<file path="src/rtl/lsl_pkg.sv">
// ----------------------------------------------------------------------------
// lsl_pkg: shared types and constants of the LRU slot list
// Pool geometry, command and status codes, sequencer states and the
// request/response bundles between the sequencer and the link store.
// ----------------------------------------------------------------------------
package lsl_pkg;

  localparam int POOL_SLOTS   = 256;
  localparam int SLOT_W       = 8;
  localparam int LINK_W       = 9;
  localparam int PAYLOAD_BITS = 32;
  localparam int CFG_W        = 9;

  // Link value that points nowhere.
  localparam logic [LINK_W-1:0] NONE_MARK = LINK_W'(POOL_SLOTS);

  localparam logic [2:0] CMD_ALLOC   = 3'd0;
  localparam logic [2:0] CMD_RELEASE = 3'd1;
  localparam logic [2:0] CMD_REMOVE  = 3'd2;
  localparam logic [2:0] CMD_TOUCH   = 3'd3;
  localparam logic [2:0] CMD_SETPAY  = 3'd4;

  localparam logic [1:0] ST_OK      = 2'd0;
  localparam logic [1:0] ST_NO_FREE = 2'd1;
  localparam logic [1:0] ST_EMPTY   = 2'd2;
  localparam logic [1:0] ST_BADLINK = 2'd3;

  typedef enum logic [2:0] {
    S_INIT,
    S_IDLE,
    S_DISPATCH,
    S_A_READ,
    S_R_READ,
    S_T_READ,
    S_T_LINK,
    S_T_TOP
  } seq_state_t;

  typedef struct packed {
    logic [SLOT_W-1:0]       rd_addr;
    logic                    older_we;
    logic [SLOT_W-1:0]       older_addr;
    logic [LINK_W-1:0]       older_wdata;
    logic                    newer_we;
    logic [SLOT_W-1:0]       newer_addr;
    logic [LINK_W-1:0]       newer_wdata;
    logic                    pay_we;
    logic [SLOT_W-1:0]       pay_addr;
    logic [PAYLOAD_BITS-1:0] pay_wdata;
  } mem_req_t;

  typedef struct packed {
    logic [LINK_W-1:0]       older;
    logic [LINK_W-1:0]       newer;
    logic [PAYLOAD_BITS-1:0] payload;
  } mem_rsp_t;

  typedef struct packed {
    logic [1:0]              status;
    logic [SLOT_W-1:0]       slot;
    logic [PAYLOAD_BITS-1:0] payload;
  } result_t;

endpackage

</file>
<file path="src/rtl/lsl_seq.sv">
// ----------------------------------------------------------------------------
// lsl_seq: command sequencer
// Holds the list heads and steps each command through the link store.
// ----------------------------------------------------------------------------
module lsl_seq
  import lsl_pkg::*;
(
  input  logic                    clk,
  input  logic                    rst,
  input  logic                    cfg_fire,
  input  logic [CFG_W-1:0]        cfg_value,
  input  logic                    cmd_fire,
  input  logic [2:0]              cmd_in,
  input  logic [SLOT_W-1:0]       slot_in,
  input  logic [PAYLOAD_BITS-1:0] pay_in,
  output logic                    idle,
  input  logic                    out_free,
  output logic                    res_valid,
  output result_t                 res,
  output mem_req_t                req,
  input  mem_rsp_t                rsp
);

  seq_state_t state, state_next;
  logic       resp_pend, resp_pend_next;

  logic [2:0]              cmd;
  logic [SLOT_W-1:0]       slot;
  logic [PAYLOAD_BITS-1:0] pv;
  logic [CFG_W-1:0]        slots_cfg;
  logic [CFG_W-1:0]        cfg_clamped;
  logic [SLOT_W-1:0]       init_cnt;
  logic [LINK_W-1:0]       init_succ;

  logic [LINK_W-1:0] free_head, free_head_next;
  logic [LINK_W-1:0] oldest, oldest_next;
  logic [LINK_W-1:0] newest, newest_next;
  result_t           res_next;

  logic slot_ok;
  logic t_o_none, t_n_none, t_is_oldest;
  logic [LINK_W-1:0] slot_link;

  assign slot_link   = {1'b0, slot};
  assign slot_ok     = slot_link < slots_cfg;
  assign t_o_none    = rsp.older == NONE_MARK;
  assign t_n_none    = rsp.newer == NONE_MARK;
  assign t_is_oldest = oldest == slot_link;
  assign init_succ   = {1'b0, init_cnt} + LINK_W'(1);

  always_comb begin
    cfg_clamped = cfg_value;
    if (cfg_value == '0) begin
      cfg_clamped = CFG_W'(1);
    end else if (cfg_value > CFG_W'(POOL_SLOTS)) begin
      cfg_clamped = CFG_W'(POOL_SLOTS);
    end
  end

  assign idle      = (state == S_IDLE) && !resp_pend;
  assign res_valid = resp_pend;

  // Next state
  always_comb begin
    state_next     = state;
    resp_pend_next = resp_pend;
    if (resp_pend && out_free) begin
      resp_pend_next = 1'b0;
    end
    unique case (state)
      S_INIT: begin
        if (init_cnt == SLOT_W'(POOL_SLOTS - 1)) state_next = S_IDLE;
      end
      S_IDLE: begin
        if (cmd_fire) state_next = S_DISPATCH;
      end
      S_DISPATCH: begin
        state_next     = S_IDLE;
        resp_pend_next = 1'b1;
        case (cmd)
          CMD_ALLOC: begin
            if (free_head != NONE_MARK) begin
              state_next     = S_A_READ;
              resp_pend_next = 1'b0;
            end
          end
          CMD_REMOVE: begin
            if (oldest != NONE_MARK) begin
              state_next     = S_R_READ;
              resp_pend_next = 1'b0;
            end
          end
          CMD_TOUCH: begin
            if (slot_ok && newest != slot_link) begin
              state_next     = S_T_READ;
              resp_pend_next = 1'b0;
            end
          end
          default: ;
        endcase
      end
      S_A_READ, S_R_READ: begin
        state_next     = S_IDLE;
        resp_pend_next = 1'b1;
      end
      S_T_READ: begin
        state_next     = S_IDLE;
        resp_pend_next = 1'b1;
        if (!t_n_none && (!t_o_none || t_is_oldest)) begin
          state_next     = S_T_LINK;
          resp_pend_next = 1'b0;
        end
      end
      S_T_LINK: begin
        if (newest != NONE_MARK) begin
          state_next = S_T_TOP;
        end else begin
          state_next     = S_IDLE;
          resp_pend_next = 1'b1;
        end
      end
      S_T_TOP: begin
        state_next     = S_IDLE;
        resp_pend_next = 1'b1;
      end
      default: state_next = S_INIT;
    endcase
    if (cfg_fire) begin
      state_next     = S_INIT;
      resp_pend_next = 1'b0;
    end
  end

  // Memory requests, head updates and result
  always_comb begin
    free_head_next = free_head;
    oldest_next    = oldest;
    newest_next    = newest;
    res_next       = res;
    req            = '0;

    case (cmd)
      CMD_ALLOC:  req.rd_addr = free_head[SLOT_W-1:0];
      CMD_REMOVE: req.rd_addr = oldest[SLOT_W-1:0];
      default:    req.rd_addr = slot;
    endcase

    unique case (state)
      S_INIT: begin
        req.older_we    = 1'b1;
        req.older_addr  = init_cnt;
        req.older_wdata = NONE_MARK;
        req.newer_we    = 1'b1;
        req.newer_addr  = init_cnt;
        req.newer_wdata = (init_succ < slots_cfg) ? init_succ : NONE_MARK;
        req.pay_we      = 1'b1;
        req.pay_addr    = init_cnt;
        req.pay_wdata   = '0;
      end
      S_IDLE: ;
      S_DISPATCH: begin
        res_next = '{status: ST_OK, slot: '0, payload: '0};
        case (cmd)
          CMD_ALLOC: begin
            if (free_head == NONE_MARK) res_next.status = ST_NO_FREE;
          end
          CMD_RELEASE: begin
            if (!slot_ok) begin
              res_next.status = ST_BADLINK;
            end else begin
              req.newer_we    = 1'b1;
              req.newer_addr  = slot;
              req.newer_wdata = free_head;
              free_head_next  = slot_link;
            end
          end
          CMD_REMOVE: begin
            if (oldest == NONE_MARK) res_next.status = ST_EMPTY;
          end
          CMD_TOUCH: begin
            if (!slot_ok) res_next.status = ST_BADLINK;
          end
          CMD_SETPAY: begin
            if (!slot_ok) begin
              res_next.status = ST_BADLINK;
            end else begin
              req.pay_we    = 1'b1;
              req.pay_addr  = slot;
              req.pay_wdata = pv;
            end
          end
          default: ;
        endcase
      end
      S_A_READ: begin
        // Pop the free head and clear the slot.
        res_next.slot   = free_head[SLOT_W-1:0];
        free_head_next  = rsp.newer;
        req.older_we    = 1'b1;
        req.older_addr  = free_head[SLOT_W-1:0];
        req.older_wdata = NONE_MARK;
        req.newer_we    = 1'b1;
        req.newer_addr  = free_head[SLOT_W-1:0];
        req.newer_wdata = NONE_MARK;
        req.pay_we      = 1'b1;
        req.pay_addr    = free_head[SLOT_W-1:0];
        req.pay_wdata   = '0;
      end
      S_R_READ: begin
        // Unlink the oldest slot and push it onto the free chain.
        res_next.slot    = oldest[SLOT_W-1:0];
        res_next.payload = rsp.payload;
        oldest_next      = rsp.newer;
        if (!t_n_none) begin
          req.older_we    = 1'b1;
          req.older_addr  = rsp.newer[SLOT_W-1:0];
          req.older_wdata = NONE_MARK;
        end else begin
          newest_next = NONE_MARK;
        end
        req.newer_we    = 1'b1;
        req.newer_addr  = oldest[SLOT_W-1:0];
        req.newer_wdata = free_head;
        free_head_next  = oldest;
      end
      S_T_READ: begin
        if (t_o_none && t_n_none) begin
          // Detached slot: append as newest.
          newest_next = slot_link;
          if (newest != NONE_MARK) begin
            req.newer_we    = 1'b1;
            req.newer_addr  = newest[SLOT_W-1:0];
            req.newer_wdata = slot_link;
            req.older_we    = 1'b1;
            req.older_addr  = slot;
            req.older_wdata = newest;
          end
          if (oldest == NONE_MARK) oldest_next = slot_link;
        end else if (!t_o_none && !t_n_none) begin
          req.newer_we    = 1'b1;
          req.newer_addr  = rsp.older[SLOT_W-1:0];
          req.newer_wdata = rsp.newer;
          req.older_we    = 1'b1;
          req.older_addr  = rsp.newer[SLOT_W-1:0];
          req.older_wdata = rsp.older;
        end else if (t_o_none && t_is_oldest) begin
          req.older_we    = 1'b1;
          req.older_addr  = rsp.newer[SLOT_W-1:0];
          req.older_wdata = NONE_MARK;
          oldest_next     = rsp.newer;
        end else begin
          res_next.status = ST_BADLINK;
        end
      end
      S_T_LINK: begin
        req.newer_we    = 1'b1;
        req.newer_addr  = slot;
        req.newer_wdata = NONE_MARK;
        if (newest != NONE_MARK) begin
          req.older_we    = 1'b1;
          req.older_addr  = slot;
          req.older_wdata = newest;
        end else begin
          newest_next = slot_link;
        end
      end
      S_T_TOP: begin
        req.newer_we    = 1'b1;
        req.newer_addr  = newest[SLOT_W-1:0];
        req.newer_wdata = slot_link;
        newest_next     = slot_link;
      end
      default: ;
    endcase
  end

  always_ff @(posedge clk) begin
    if (rst) begin
      state     <= S_INIT;
      resp_pend <= 1'b0;
      init_cnt  <= '0;
      slots_cfg <= CFG_W'(POOL_SLOTS);
      free_head <= '0;
      oldest    <= NONE_MARK;
      newest    <= NONE_MARK;
    end else begin
      state     <= state_next;
      resp_pend <= resp_pend_next;
      free_head <= free_head_next;
      oldest    <= oldest_next;
      newest    <= newest_next;
      if (state == S_INIT) begin
        init_cnt <= init_cnt + SLOT_W'(1);
      end
      if (cfg_fire) begin
        slots_cfg <= cfg_clamped;
        init_cnt  <= '0;
        free_head <= '0;
        oldest    <= NONE_MARK;
        newest    <= NONE_MARK;
      end
    end
  end

  always_ff @(posedge clk) begin
    res <= res_next;
    if (cmd_fire) begin
      cmd  <= cmd_in;
      slot <= slot_in;
      pv   <= pay_in;
    end
  end

endmodule

</file>
<file path="config.mk">
export PLATFORM = sky130hd
export DESIGN_NAME = lsl_seq
export DESIGN_NICKNAME = d
export VERILOG_FILES = /design/src/rtl/lsl_pkg.sv /design/src/rtl/lsl_seq.sv
export SDC_FILE = /design/constraint.sdc
export NUM_CORES = 1
export LEC_CHECK = 0
export BUFFER_PORTS_ARGS = -buffer_cell sky130_fd_sc_hd__buf_2
export CAP_MARGIN = 5
export CORE_ASPECT_RATIO = 0.7
export CORE_MARGIN = 4
export CORE_UTILIZATION = 41
export CTS_CLUSTER_DIAMETER = 150
export DETAILED_ROUTE_END_ITERATION = 8
export GPL_TIMING_DRIVEN = 0
export PLACE_DENSITY = 0.68
export SLEW_MARGIN = 20
export SYNTH_ARGS = -nofsm -noshare
export SYNTH_HDL_FRONTEND = slang
export SYNTH_SLANG_ARGS = --single-unit
</file>
<file path="constraint.sdc">
create_clock -name clk -period 5.5 [get_ports clk]
set_input_delay 0.275 -clock clk [delete_from_list [all_inputs] [get_ports clk]]
set_output_delay 0.275 -clock clk [all_outputs]
set_load 0.02 [all_outputs]
</file>
==> results of run 1 <==
synth_stat cells, types with 6 or more instances:
| cell | number |
|---|---|
| sky130_fd_sc_hd__a21oi_1 | 36 |
| sky130_fd_sc_hd__o211ai_1 | 11 |
| sky130_fd_sc_hd__o21ai_0 | 40 |
| sky130_fd_sc_hd__buf_1 | 8 |
| sky130_fd_sc_hd__or3_1 | 10 |
| sky130_fd_sc_hd__xnor2_1 | 10 |
| sky130_fd_sc_hd__inv_1 | 22 |
| sky130_fd_sc_hd__nand2_1 | 92 |
| sky130_fd_sc_hd__dfxtp_1 | 48 |
| sky130_fd_sc_hd__nor4_1 | 7 |
| sky130_fd_sc_hd__clkbuf_1 | 48 |
| sky130_fd_sc_hd__a21o_1 | 6 |
| sky130_fd_sc_hd__nor2b_1 | 14 |
| sky130_fd_sc_hd__a41oi_1 | 10 |
| sky130_fd_sc_hd__nor3_1 | 11 |
| sky130_fd_sc_hd__and2_1 | 34 |
| sky130_fd_sc_hd__edfxtp_1 | 85 |
| sky130_fd_sc_hd__nand3_1 | 16 |
| sky130_fd_sc_hd__a22oi_1 | 13 |
| sky130_fd_sc_hd__xor2_1 | 17 |
| sky130_fd_sc_hd__ha_1 | 16 |
| sky130_fd_sc_hd__and3_1 | 35 |
| sky130_fd_sc_hd__buf_2 | 6 |
| sky130_fd_sc_hd__a31oi_1 | 6 |
| sky130_fd_sc_hd__nor2_1 | 51 |
| sky130_fd_sc_hd__a22o_1 | 14 |
| sky130_fd_sc_hd__a311oi_1 | 9 |
| sky130_fd_sc_hd__o22ai_1 | 8 |
| sky130_fd_sc_hd__a221o_1 | 17 |
| sky130_fd_sc_hd__mux2i_1 | 18 |
logic make-up (layout without fill, tap and decap cells):
group,after synthesis,count (layout),synth area share
buf+inv,89,356,0.04873
compound gates,207,207,0.1959
flops,133,133,0.4686
xor+xnor,27,27,0.03154
mux,18,18,0.02403
fa+ha+maj,16,16,0.02670
simple gates,298,298,0.2044
per-layer routing:
| layer | GRT usage | vias up |
|---|---|---|
| met5 | 0 | - |
| li1 | - | 3448 |
| met1 | 0.3928 | 3589 |
| met4 | 0.06787 | 0 |
| met2 | 0.3826 | 470 |
| met3 | 0.07327 | 46 |
worst paths after layout:
| check | end | cells past startpoint |
|---|---|---|
| setup / recovery | req[41] | 11 |
| hold / removal | slot[5]$_DFFE_PP_ | 1 |
| setup reg to reg | res[40]$_SDFFCE_PP1P_ | 7 |
| hold reg to reg | slots_cfg[0]$_SDFFE_PP0P_ | 2 |
registers in the layout (all words and copies together), names as in the netlist:
name / count
res: 42
res_valid: 1
slot: 8
state: 3
init_cnt: 8
oldest: 9
free_head: 9
slots_cfg: 9
newest: 9
cmd: 3
pv: 32
power breakdown:
part           leakage (uW)  switching [uW]  internal (uW)
clock network      0.000300             480            726
registers           0.00114            15.1           1090
logic               0.00282             125           71.8
stage by stage:
stage / hold WS (ns) / utilization / cells
floorplan: 0.3739 / - / 788
global placement: 0.4510 / 0.4978 / 1258
detailed placement: 0.4531 / 0.5000 / 1259
CTS: 0.009035 / 0.5342 / 1291
global route: 0.002520 / 0.5342 / 1291
finish: 0.01916 / 0.5342 / 1291
area by class of cell:
class / instances / area, um2 / area share
plain buffers: 67 / 282.8 / 0.02940
clock buffers: 17 / 425.4 / 0.04422
clock inverters: 15 / 191.4 / 0.01990
inverters: 22 / 82.58 / 0.008585
multi-input cells: 566 / 3630 / 0.3773
flip-flops and latches: 133 / 3513 / 0.3652
well taps: 236 / 295.3 / 0.03070
repair buffers: 235 / 1199 / 0.1246
==> impl_summary.log, run 1 <==
[metrics] Setup Fix Bufs, Post-CTS: 0
[metrics] half-perimeter wire length after placement: 21260 um
[metrics] data arrival time of the critical path: 4.02 ns
[metrics] post-synth top area share: 0.3405
[metrics] IR Drop Worst-Case VDD: 0.0002218 V
[metrics] kind of launch point of the worst setup path: flip-flop
[metrics] number of endpoints failing setup at the final stage: 0
[metrics] antenna cells: 0
[metrics] f_max: 232.8 MHz
[metrics] Syn Area/Cell: 9.514 um2
[metrics] Mapped Area: 7497 um2
[metrics] Power, Total: roughly 2500 uW
[metrics] setup slack of the most critical reg-to-reg path: 2.54 ns
[metrics] top layer reached by signal wires: met4
[metrics] quantity of gates resized following cts: 0
[metrics] post-layout worst setup margin: 1.204 ns
[metrics] hold violation total from the final report: 0
[metrics] metal3 WL: 3423 um
[metrics] Setup Skew: 0.009094 ns
[metrics] clock buffers created by TritonCTS: 17
[metrics] grt ovf: 0
[metrics] total of buffers placed on input and output ports: between 200 and 250
[metrics] Period minus WS final: 4.296 ns
[metrics] routed length on met1: 12150 um
[metrics] initial DRC count: 926
[metrics] combined buffer and inverter count along the critical path: 1
[metrics] Worst Hold Class: input port to flip-flop
[metrics] Max clock buf depth: 2
[metrics] commonest cells after routing, fill and taps aside: sky130_fd_sc_hd__buf_2 (240), sky130_fd_sc_hd__nand2_1 (92), sky130_fd_sc_hd__edfxtp_1 (85), sky130_fd_sc_hd__nor2_1 (51)
[metrics] Post-DRT Antenna Nets: 0
[metrics] wire length of the first global-routing pass: 41790 um
[metrics] total global-route track usage: 0.2655
[metrics] worst setup timing slack at the placement stage: 1.775 ns
[metrics] fill count: 1690
[metrics] required time at the endpoint of the critical path: 5.22 ns
[metrics] RSZ-0062 raised after global routing: no
[metrics] final net count: 1165
[metrics] Placeable Area: 18010 um2
[metrics] worst reg2reg path startpoint: slot[4]$_DFFE_PP_
[metrics] worst hold path startpoint: slot_in[5]
[metrics] clock latency reported for the late side of the worst-skew pair: 0.42 ns
[metrics] # IOs: 236
[metrics] share of final-layout standard cells stronger than drive strength 1: 0.2739
[metrics] Layout area overhead: 28.30%
[metrics] most frequently used flop master after synthesis: sky130_fd_sc_hd__edfxtp_1
[metrics] maximum number of pins on one net before global-route repair: 45
[metrics] nature of the critical path endpoint: output pin
[metrics] synth unique cells: 68
[metrics] initial antenna violation count: 0
[metrics] post-detailed-route wirelength per cell: 21.67 um
[metrics] share of synthesized flip-flops with an asynchronous set or reset: 0
[metrics] number of rows created at floorplan: 41
[metrics] first-pass iteration count of the detailed router: 7
[metrics] share of the clock period used by the worst path after layout: 0.7811
[metrics] flip-flop and latch count after synthesis: 133
[metrics] y dimension of the die: 121.1 um
[metrics] category of cells accounting for the largest share of critical-path delay: compound AO/OA/AOI/OAI gates
[metrics] total length of routed wires: 27980 um
[metrics] detailed-route vias per instance: 5.851
[metrics] setup TNS: 0 ns
[metrics] delay of the slowest cell on the worst path: a little over 0.7 ns
[metrics] biggest area consumer among synthesized cells: sky130_fd_sc_hd__edfxtp_1
[metrics] placer's final routability congestion estimate: 0.9754
[metrics] count of hold buffers inserted by post-cts repair: 0
[metrics] DP Area: 9002 um2
[metrics] Worst Setup SP: init_cnt[0]$_SDFFE_PP0N_
[metrics] Leakage: about 0.0043 uW
[metrics] synthesized instance count: 788
[metrics] Die X: 169.6 um
[metrics] peak fanout along the critical path: 6
[metrics] kind of critical path: flip-flop to output pin
[metrics] clock root cell: sky130_fd_sc_hd__clkbuf_16
[metrics] most common cell after layout, fill and taps aside: sky130_fd_sc_hd__buf_2
[metrics] remaining max-slew budget at the tightest pin: 0.3310
[metrics] initial standard-cell utilization of the core: 0.4164
[metrics] area of the die: 20550 um2
[metrics] net count after synthesis: 911
[metrics] Synth Warn #: 0
[metrics] number of global-route vias before repair: 7121
[metrics] power density relative to cell area: 260.5 nW/um2
[metrics] Synth area leaders: sky130_fd_sc_hd__edfxtp_1 (34%), sky130_fd_sc_hd__dfxtp_1 (13%), sky130_fd_sc_hd__nand2_1 (4.6%), sky130_fd_sc_hd__and3_1 (2.9%), sky130_fd_sc_hd__and2_1 (2.8%)
[metrics] total clock sinks: 133
[metrics] Max Transition Viols Final: 0
[metrics] DRC viols: 0
[metrics] number of synthesized flops with an enable pin: 85
[metrics] clock transition at the register clock pins on the worst setup and hold paths after CTS: ~0.060 ns
[metrics] number of vias after detailed routing: 7553
[metrics] total of max-cap violations: 0
[metrics] sequential fraction of the synthesis area: 0.4686
[metrics] cell type of the slowest stage on the worst timing path: sky130_fd_sc_hd__a211oi_1
[metrics] clock tree from TritonCTS: built
[metrics] status: completed
[metrics] Detail Route met2 WL: 11930 um
[metrics] sequence of cells on the critical path: nand3_1, or2_2, nor2_1, xor2_1, ha_1, a21oi_1, o22ai_1, a211oi_1, nand2_1, o211ai_1, buf_2
[metrics] H-tree depth reported by CTS: 4
[metrics] transition at the pin with the smallest max-transition slack: 1.004 ns
[metrics] final cell area excluding filler cells: 9619 um2
Power figures use the tool's default switching activity.
==> run 2: changes to the inputs <==
--- a/config.mk
+++ b/config.mk
@@ -13,7 +13,7 @@
 export CTS_CLUSTER_DIAMETER = 150
 export DETAILED_ROUTE_END_ITERATION = 8
 export GPL_TIMING_DRIVEN = 0
-export PLACE_DENSITY = 0.68
+export PLACE_DENSITY = 0.71
 export SLEW_MARGIN = 20
 export SYNTH_ARGS = -nofsm -noshare
 export SYNTH_HDL_FRONTEND = slang
==> constraint.sdc (replaced) <==
create_clock -name clk -period 3.9 [get_ports clk]
set_input_delay 0.195 -clock clk [delete_from_list [all_inputs] [get_ports clk]]
set_output_delay 0.195 -clock clk [all_outputs]
set_load 0.02 [all_outputs]
==> impl_summary.log, run 2 (same netlist as run 1, synthesis figures left out) <==
[metrics] initial standard-cell utilization of the core: 0.4164 (unchanged)
[metrics] biggest registers after layout: res: 42 flops, pv: 32 flops (unchanged)
[metrics] remaining max-slew budget at the tightest pin: 0.3376 (was 0.3310)
[metrics] clock network power share: 0.452 (was 0.481)
[metrics] kind of critical path: flip-flop to output pin (unchanged)
[metrics] minimum hold slack: 0.02525 ns (was 0.01916 ns)
[metrics] share of final-layout standard cells stronger than drive strength 1: 0.2666 (was 0.2739)
[metrics] data arrival time of the critical path: 3.44 ns (was 4.02 ns)
[metrics] initial antenna violation count: 0 (unchanged)
[metrics] final net count: 1209 (was 1165)
[metrics] post-detailed-route wirelength per cell: 20.72 um (was 21.67 um)
[metrics] setup TNS: 0 ns (unchanged)
[metrics] power density relative to cell area: 340.0 nW/um2 (was 260.5 nW/um2)
[metrics] number of rows created at floorplan: 41 (unchanged)
[metrics] first-pass iteration count of the detailed router: 7 (unchanged)
[metrics] total of max-cap violations: 0 (unchanged)
[metrics] Max Transition Viols Final: 0 (unchanged)
[metrics] Final Instance Count excl. Fillers: 1335 (was 1291)
[metrics] Reg with most FFs: res (unchanged)
[metrics] wire length of the first global-routing pass: 41430 um (was 41790 um)
[metrics] Layout area overhead: 33.48% (was 28.30%)
[metrics] number of vias after detailed routing: 7760 (was 7553)
[metrics] fill count: 1674 (was 1690)
[metrics] portion of total power attributed to combinational logic: 0.091 (was 0.078)
[metrics] grt ovf: 0 (unchanged)
[metrics] commonest cells after routing, fill and taps aside: sky130_fd_sc_hd__buf_2 (240), sky130_fd_sc_hd__nand2_1 (92), sky130_fd_sc_hd__edfxtp_1 (85), sky130_fd_sc_hd__nor2_1 (51) (unchanged)
[metrics] clock buffers created by TritonCTS: 17 (unchanged)
[metrics] portion of total power attributed to sequential cells: 0.457 (was 0.440)
[metrics] half-perimeter wire length after placement: 20560 um (was 21260 um)
[metrics] H-tree depth reported by CTS: 4 (unchanged)
[metrics] clock root cell: sky130_fd_sc_hd__clkbuf_16 (unchanged)
[metrics] Setup Skew: 0.007769 ns (was 0.009094 ns)
[metrics] share of the clock period used by the worst path after layout: 0.9319
[metrics] Post-DRT Antenna Nets: 0 (unchanged)
[metrics] Inst Count DP: 1259 (unchanged)
[metrics] total length of routed wires: 27670 um (was 27980 um)
[metrics] switch share: 0.2633 (was 0.2474)
[metrics] Period minus WS final: 3.634 ns
[metrics] f_max: 275.2 MHz
[metrics] IR Drop Worst-Case VDD: 0.0002616 V (was 0.0002218 V)
[metrics] total clock sinks: 133 (unchanged)
[metrics] initial DRC count: 1113 (was 926)
[metrics] nature of the critical path endpoint: output pin (unchanged)
[metrics] Placeable Area: 18010 um2 (unchanged)
[metrics] number of global-route vias before repair: 7192 (was 7121)
[metrics] clock latency reported for the late side of the worst-skew pair: 0.43 ns (was 0.42 ns)
[metrics] antenna cells: 0 (unchanged)
[metrics] Max clock buf depth: 2 (unchanged)
[metrics] # IOs: 236 (unchanged)
[metrics] total global-route track usage: 0.2634 (was 0.2655)
[metrics] switching component of the power: 896.0 uW (was 619.8 uW)
[metrics] Power, Total: 3403 uW (was 2506 uW)
[metrics] status: completed (unchanged)
[metrics] utilization of the core after routing: 0.5558 (was 0.5342)
[metrics] number of endpoints failing setup at the final stage: 0 (unchanged)
[metrics] DRC viols: 0 (unchanged)
[metrics] transition at the pin with the smallest max-transition slack: 0.9936 ns (was 1.004 ns)
[metrics] Worst Hold Class: input port to flip-flop (unchanged)
[metrics] hold violation total from the final report: 0 (unchanged)
[metrics] peak fanout along the critical path: 10 (was 6)
[metrics] Die X: 169.6 um (unchanged)
[metrics] P_int: 2507 uW (was 1886 uW)
[metrics] flip-flop count of the largest register after layout: 42 (unchanged)
[metrics] RSZ-0062 raised after global routing: no (unchanged)
[metrics] Leakage: 0.004430 uW (was 0.004268 uW)
[metrics] maximum number of pins on one net before global-route repair: 45 (unchanged)
[metrics] clock transition at the register clock pins on the worst setup and hold paths after CTS: 0.06 ns (about the same)
[metrics] kind of launch point of the worst setup path: flip-flop (unchanged)
[metrics] detailed-route vias per instance: 5.813 (was 5.851)
[metrics] clock tree from TritonCTS: built (unchanged)
[metrics] total of buffers placed on input and output ports: 234 (unchanged)
[metrics] required time at the endpoint of the critical path: 3.70 ns (was 5.22 ns)
[metrics] most common cell after layout, fill and taps aside: sky130_fd_sc_hd__buf_2 (unchanged)
[metrics] placer's final routability congestion estimate: 1.003 (was 0.9754)
[metrics] area of the die: 20550 um2 (unchanged)
[metrics] y dimension of the die: 121.1 um (unchanged)
-- run 2: cell types whose count changed in the layout (fill, tap and decap cells not counted), sizes merged --
cell	previous run	this run
buf	253	254
dlygate4sd3	0	43
bufinv	3	0
inv	29	32
-- run 2: final timing paths --
kind / from / to / slack (ns) / cells after the start
min reg2reg: slots_cfg[0]$_SDFFE_PP0P_ / slots_cfg[0]$_SDFFE_PP0P_ / 0.52 / 2
min: cfg_value[6] / slots_cfg[6]$_SDFFE_PP0P_ / 0.03 / 3
max reg2reg: slot[4]$_DFFE_PP_ / res[41]$_SDFFCE_PP1P_ / 0.92 / 7
max: slot[5]$_DFFE_PP_ / req[52] / 0.27 / 9
-- run 2: metrics by stage --
step	worst slack [ns]	instance area, um2
finish	0.2657	10010
global route	0.06518	10010
CTS	0.2011	10000
detailed placement	0.4255	9002
global placement	-1.149	8964
floorplan	0.07254	7497
-- run 2: worst max-delay path, stage by stage (launching register included) --
cell	delay, ns
sky130_fd_sc_hd__edfxtp_1	0.51
sky130_fd_sc_hd__ha_1	0.25
sky130_fd_sc_hd__a211oi_1	0.24
sky130_fd_sc_hd__o32a_1	0.19
sky130_fd_sc_hd__o31a_1	0.21
sky130_fd_sc_hd__clkbuf_1	0.40
sky130_fd_sc_hd__a21oi_1	0.14
sky130_fd_sc_hd__nor2_1	0.58
sky130_fd_sc_hd__a221o_1	0.29
sky130_fd_sc_hd__buf_2	0.18
-- run 2: layout make-up --
cell class,count,area (um2),share of cell area
multi-input cells,566,3635,0.3632
flip-flops and latches,133,3513,0.3511
repair buffers,279,1637,0.1635
clock buffers,17,425.4,0.04251
well taps,236,295.3,0.02951
plain buffers,67,282.8,0.02826
clock inverters,15,136.4,0.01363
inverters,22,82.58,0.008252
-- run 2: timing repair --
item	4_1_cts	5_1_grt
hold endpoints to repair	43	0
pin swaps	0	1
buffers inserted	0	1
endpoints found under the setup margin	4	3
gates cloned	0	0
gates resized for setup	1	0
hold buffers	43	0
-- run 2: layer usage --
metal	part of all wire	GRT usage
met5	0	0
met2	0.42	0.3627
met4	0.033	0.1001
met3	0.13	0.09183
met1	0.42	0.3779
-- run 2: power groups by stage --
| stage | Clock [uW] | Combinational, uW | Sequential, uW |
|---|---|---|---|
| 2_1_floorplan | 0 | 134 | 1580 |
| 3_3_place_gp | 0 | 262 | 1580 |
| 3_5_place_dp | 0 | 265 | 1590 |
| 4_1_cts | 1560 | 301 | 1550 |
| 5_1_grt | 1630 | 334 | 1560 |
| 6_report | 1540 | 309 | 1560 |
